`src/rtl/core/plps_pkg.sv`:
```
// ----------------------------------------------------------------------------
// plps_pkg
// Shared widths, reset values and register indexes of the point light
// shading pipeline.
// ----------------------------------------------------------------------------
package plps_pkg;

  localparam int FIX_W      = 32;
  localparam int SHINE_W    = 16;
  localparam int RGB_W      = 24;
  localparam int STRENGTH_W = 16;
  localparam int DIM_W      = 16;
  localparam int CHAN_W     = 8;

  localparam int IN_DATA_W  = 9 * FIX_W + SHINE_W;
  localparam int OUT_DATA_W = 3 * FIX_W;
  localparam int HIT_LSB    = 0;
  localparam int NORM_LSB   = 3 * FIX_W;
  localparam int VIEW_LSB   = 6 * FIX_W;
  localparam int SHINE_LSB  = 9 * FIX_W;

  localparam int CFG_IDX_W  = 3;
  localparam int CFG_DATA_W = 32;

  typedef enum logic [CFG_IDX_W-1:0] {
    REG_LIGHT_POS_X = 3'd0,
    REG_LIGHT_POS_Y = 3'd1,
    REG_LIGHT_POS_Z = 3'd2,
    REG_LIGHT_RGB   = 3'd3,
    REG_STRENGTH    = 3'd4,
    REG_REACH       = 3'd5,
    REG_DIM_RATE    = 3'd6
  } cfg_reg_t;

  localparam logic [RGB_W-1:0]      RGB_RST      = 24'hFFFFFF;
  localparam logic [STRENGTH_W-1:0] STRENGTH_RST = 16'd256;
  localparam logic [FIX_W-1:0]      REACH_RST    = 32'd65536;
  localparam logic [DIM_W-1:0]      DIM_RST      = 16'd256;

  typedef logic signed [FIX_W-1:0] fix_t;

  // square root unit
  localparam int RAD_W  = 64;
  localparam int ROOT_W = 32;

  // normalising quotient: |v| << 30 / len, result at most 2^30
  localparam int FRAC_W  = 30;
  localparam int UNIT_W  = 31;
  localparam int UNUM_W  = FIX_W + FRAC_W;

  // brightness quotient
  localparam int BNUM_W   = 112;
  localparam int BDEN_W   = 80;
  localparam int BRIGHT_W = 32;

  localparam int ONE30 = 1073741824;

  localparam int SPEC_EXP_DEF = 32;

endpackage

```
`src/rtl/core/plps_isqrt.sv`:
```
// ----------------------------------------------------------------------------
// plps_isqrt
// Pipelined integer square root, one result bit per stage.
// ----------------------------------------------------------------------------
module plps_isqrt (
  input  logic                        clk,
  input  logic                        en_i,
  input  logic [plps_pkg::RAD_W-1:0]  rad_i,
  output logic [plps_pkg::ROOT_W-1:0] root_o
);

  localparam int RW = plps_pkg::RAD_W;
  localparam int N  = plps_pkg::ROOT_W;

  logic [RW-1:0] x_r   [N];
  logic [RW-1:0] r_r   [N];
  logic [RW-1:0] x_nxt [N];
  logic [RW-1:0] r_nxt [N];
  logic [RW-1:0] xs    [N+1];
  logic [RW-1:0] rs    [N+1];

  always_comb begin
    logic [RW-1:0] bitv;
    logic [RW-1:0] trial;
    xs[0] = rad_i;
    rs[0] = '0;
    for (int k = 0; k < N; k++) begin
      xs[k+1] = x_r[k];
      rs[k+1] = r_r[k];
    end
    for (int k = 0; k < N; k++) begin
      bitv  = RW'(1) << (RW - 2 - 2 * k);
      trial = rs[k] + bitv;
      if (xs[k] >= trial) begin
        x_nxt[k] = xs[k] - trial;
        r_nxt[k] = (rs[k] >> 1) + bitv;
      end else begin
        x_nxt[k] = xs[k];
        r_nxt[k] = rs[k] >> 1;
      end
    end
  end

  always_ff @(posedge clk) begin
    if (en_i) begin
      x_r <= x_nxt;
      r_r <= r_nxt;
    end
  end

  assign root_o = r_r[N-1][N-1:0];

endmodule

```
`config.mk`:
```
export PLATFORM = sky130hd
export DESIGN_NAME = plps_isqrt
export DESIGN_NICKNAME = d
export VERILOG_FILES = /design/src/rtl/core/plps_pkg.sv /design/src/rtl/core/plps_isqrt.sv
export SDC_FILE = /design/constraint.sdc
export NUM_CORES = 2
export LEC_CHECK = 0
export BUFFER_PORTS_ARGS = -buffer_cell sky130_fd_sc_hd__buf_2
export CAP_MARGIN = 20
export CORE_MARGIN = 5
export CORE_UTILIZATION = 60
export DETAILED_ROUTE_END_ITERATION = 8
export GPL_ROUTABILITY_DRIVEN = 0
export PLACE_DENSITY = 0.76
export SLEW_MARGIN = 20
export SYNTH_ARGS = -nofsm -noshare
export SYNTH_HDL_FRONTEND = slang
export SYNTH_SLANG_ARGS = --single-unit
```
`constraint.sdc`:
```
create_clock -name clk -period 10.8 [get_ports clk]
set_input_delay 1.62 -clock clk [delete_from_list [all_inputs] [get_ports clk]]
set_output_delay 1.62 -clock clk [all_outputs]
set_load 0.03 [all_outputs]
```
### Word-level counts from Yosys, hierarchy flattened

Cells that the tools add are included.

| storage, ports and cells | value |
|---|---|
| register bits after elaboration | 4000 |
| input bits | 66 |
| logic and storage cells | 281 |

| operators by class | value |
|---|---|
| order comparisons | 32 |
| mux-type cells | 63 |
| $add $sub $neg | 93 |

Operators by type and width:

| kind | count |
|---|---|
| >= comparator 64 bit | 31 |
| two-way mux 64 bit | 31 |
| two-way mux 63 bit | 31 |
| subtractor 64 bit | 30 |
| adder 63 x 11 -> 64 bit, second input constant | 1 |
| adder 63 x 13 -> 64 bit, second input constant | 1 |
| adder 63 x 15 -> 64 bit, second input constant | 1 |
| adder 63 x 17 -> 64 bit, second input constant | 1 |
| adder 63 x 19 -> 64 bit, second input constant | 1 |
| adder 63 x 21 -> 64 bit, second input constant | 1 |
| adder 63 x 23 -> 64 bit, second input constant | 1 |
| adder 63 x 25 -> 64 bit, second input constant | 1 |
| adder 63 x 27 -> 64 bit, second input constant | 1 |
| adder 63 x 29 -> 64 bit, second input constant | 1 |
| adder 63 x 3 -> 64 bit, second input constant | 1 |
| adder 63 x 31 -> 64 bit, second input constant | 1 |
| adder 63 x 33 -> 64 bit, second input constant | 1 |
| adder 63 x 35 -> 64 bit, second input constant | 1 |
| adder 63 x 37 -> 64 bit, second input constant | 1 |
| adder 63 x 39 -> 64 bit, second input constant | 1 |
| adder 63 x 41 -> 64 bit, second input constant | 1 |
| adder 63 x 43 -> 64 bit, second input constant | 1 |
| adder 63 x 45 -> 64 bit, second input constant | 1 |
| adder 63 x 47 -> 64 bit, second input constant | 1 |
| other kinds (45) | 45 |

### Longest topological paths before layout

| logic depth | value |
|---|---|
| word-level depth | 3 |
| depth in mapped cells | 15 |

### Worst setup path before layout

OpenSTA, ideal clock, no wires.

| timing path | value |
|---|---|
| path kind | register -> register |
| start | reg x_r[274] in the netlist's numbering |
| end | reg x_r[247] in the netlist's numbering, data pin |
| arrival | 3.139 ns |
| required time | 10.542 ns |
| slack | 7.403 ns |
| cell stages (with the launch flop) | 13 |
| cells stage by stage | edfxtp_1 > ha_1 > or4b_1 > or4_1 > nor3_1 > or3b_1 > o211ai_2 > nor3_2 > buf_6 > nor3_4 > buf_6 > nand4_1 > xnor2_1 |

RTL lines:

| item | line | source |
|---|---|---|
| start, declared | plps_isqrt.sv:15 | `logic [RW-1:0] x_r [N];` |
| start signal, assigned | plps_isqrt.sv:46 | `x_r <= x_nxt;` |

==> results.cfg <==
[sta]
hold_violations = 0
setup_tns_ns = 0
max_freq_mhz = 213
setup_viol = 0
worstMarginPinSlew_ns = 1.19
setup_slack_ns = 6.10
finClkSkew_ns = 0.0656
slew_headroom_pct = 20.4
drv_slew = 0
fin_crit_sh_pct = 43.6
final.min_clock_period_ns = 4.70
rsz0062_at_grt = false

[synthesis]
yosysTopAreaCellShare_pct = 62.1
avgSynthCellArea_um2 = 12.5
syn-num-nets = 10400
yosys_warnings = 0
synth_edf_count = 2512
synth.cell_area_um2 = 121000
ys_types = 101
synth_area_leader_cell = edfxtp_1
synthCells = 9733
synthTopCellsByArea = edfxtp_1 62%, ha_1 5.8%, xnor2_1 3.6%, xor2_1 2.9%, a21oi_1 2.7%
async_reset_ff_share_pct = 0
yosysSeqAreaShare_pct = 62.1
synth-main-ff-cell = edfxtp_1
synth_seq_cells = 2512

[die]
die_h_um = 460
die_x_um = 460
start_util_pct = 60.2
coreArea_um2 = 202000
rows = 165
ioPinCount = 98
die_area_um2 = 211000

[critical_path]
critPathMaxStageDelay_ns = 0.68
path_max_fanout = 59
start_kind = register
critPathBufInv = 2
arrival_ns = 5.37
cp_cell_sequence = ha_1 -> or4b_1 -> or4_1 -> nor3_1 -> or3b_1 -> o211ai_2 -> nor3_4 -> buf_4 -> inv_2 -> o211ai_4 -> nor4_2 -> xor2_1
cp-end-kind = register
critPathTopFamily = simple AND/OR/NAND/NOR gates
cpMaxStageDelayCell = nor3_1
required_ns = 11.47
critPathKind = register to register

[clocking]
worstSkewPairLatency_ns = 0.94
cts_setup_buffers = 0
cts_sinks = 2512
clk_pin_slew_ns = 0.06
numCtsBuffers = 279
cts_resized = 0
h-tree-depth = 5
clockRootBuffer = clkbuf_16
ctsHoldBuffers = 0
cts_tree = done
clockBufferDepth = 4

[layout]
drive_gt1_share_pct = 6.73
final_nets = 10600
final_cells = 12800
syn_to_final_growth_pct = 9.92
utilization_pct = 66.2
final_common_cell = edfxtp_1
final_cell_mix = 2512 x edfxtp_1, 711 x nor2_1, 698 x inv_1, 667 x a21oi_1, 580 x nand2_1
fillers = 14000

[job]
max_cap_viol_count = 0

[pwr]
p_clk_share_pct = 31.3
p_seq_share_pct = 46.8
switching_share_pct = 29.8
combPwrFrac_pct = 21.9
switching_power_mw = 8.59
internal_power_mw = 20.2
p_leak_nw = 50.1
max-vdd-ir-drop_uv = 196
p_per_area_nw_per_um2 = 216

[hold_path]
hold_path.class = register to register

[route]
vias = 81500
antenna_left = 0
routed_via_density = 6.36
wirelength_um = 298000
drc = 0
wl_per_cell_um = 23.3
firstDrtPassIters = 9
drt_iter0_drc = 9490

[grt]
grt_pass1_wl_um = 452000
first_global_vias = 77800
antenna_found_initial = 16
grt_start_max_net_pins = 201
overflow = 0
track_usage_pct = 27.6

[status]
status = complete, no violations

[placement]
port_buffers = 97
place_inst = 12300
dpl_worst_slack_ns = 6.15
hpwlAfterDp_um = 218000
[Yosys cell counts (16+ instances only)]
cell type	count
or4_1	83
a21oi_1	667
clkbuf_1	145
buf_1	19
o21bai_1	63
a211oi_1	55
nand3b_1	28
nand4b_1	22
nand3_1	169
o21a_1	86
and3_1	56
nor4b_1	50
nor2_1	711
nor3_1	275
buf_2	26
nor2b_1	68
a2111oi_0	16
ha_1	558
and2_1	29
a211o_1	21
mux2_2	71
xnor2_1	493
o211ai_1	45
a21boi_0	24
or2_2	41
nand4_1	166
and4_1	25
xor2_1	397
or3_1	99
nor3b_1	27
edfxtp_1	2512
a31oi_1	46
o21ai_0	408
nand2b_1	108
o31ai_1	37
nand2_1	581
a21o_1	213
nor4_1	334
inv_1	698
[registers in the layout (all words and copies together) (netlist names)]
register,cells
root_o,32
r_r,496
x_r,1984
[power groups by stage]
stage                     Combinational, mW  Sequential, mW  Clock [mW]
after floorplan                        4.58            13.1           0
after global placement                 5.88            13.6           0
after detailed placement               6.07            13.6           0
after CTS                              6.14            13.4        9.15
after global routing                   6.86            13.6        9.59
final                                  6.30            13.5        9.01
[metal layers]
| metal | up-vias | track usage, % | wire length, µm |
|---|---|---|---|
| met5 | - | 0 | 84 |
| met4 | 12 | 12.2 | 14800 |
| met3 | 792 | 5.78 | 27700 |
| met2 | 4217 | 44.4 | 139000 |
| met1 | 39600 | 36.5 | 117000 |
| li1 | 36900 | - | - |
[metrics by stage]
stage	power (mW)	hold slack, ns	cell area, µm²
final	28.8	0.413	133000
after global routing	30.0	0.426	133000
after CTS	28.7	0.415	133000
after detailed placement	19.7	0.425	125000
after global placement	19.5	0.424	125000
after floorplan	17.7	0.417	121000
[final cells by class]
| class | instances | area [µm²] | area share, % |
|---|---|---|---|
| antenna | 9 | 22.5 | 0.0169 |
| clock buffer | 326 | 7240 | 5.43 |
| clock inverter | 137 | 1260 | 0.948 |
| inverter | 704 | 2640 | 1.98 |
| multi-input combinational | 6316 | 42500 | 31.9 |
| sequential | 2512 | 75400 | 56.5 |
| tap | 2672 | 3340 | 2.51 |
| timing repair buffer | 141 | 968 | 0.726 |
[logic make-up after synthesis]
logic type | share of synthesized area, %
AND/OR/NAND/NOR | 12.4
flip-flops | 62.1
AO/OA/AOI/OAI | 9.53
buffers and inverters | 2.87
XOR/XNOR | 6.42
adder cells (fa/ha/maj) | 5.75
multiplexers | 0.849
[path summary, 6_finish.rpt]
path,startpoint,to,slack [ns],depth (start not counted)
max,x_r[274]$_DFFE_PP_,x_r[246]$_DFFE_PP_,6.10,12
max reg2reg,x_r[274]$_DFFE_PP_,x_r[246]$_DFFE_PP_,6.10,12
min,r_r[146]$_DFFE_PP_,r_r[81]$_DFFE_PP_,0.41,0
min reg2reg,r_r[146]$_DFFE_PP_,r_r[81]$_DFFE_PP_,0.41,0
Power figures use the tool's default switching activity.
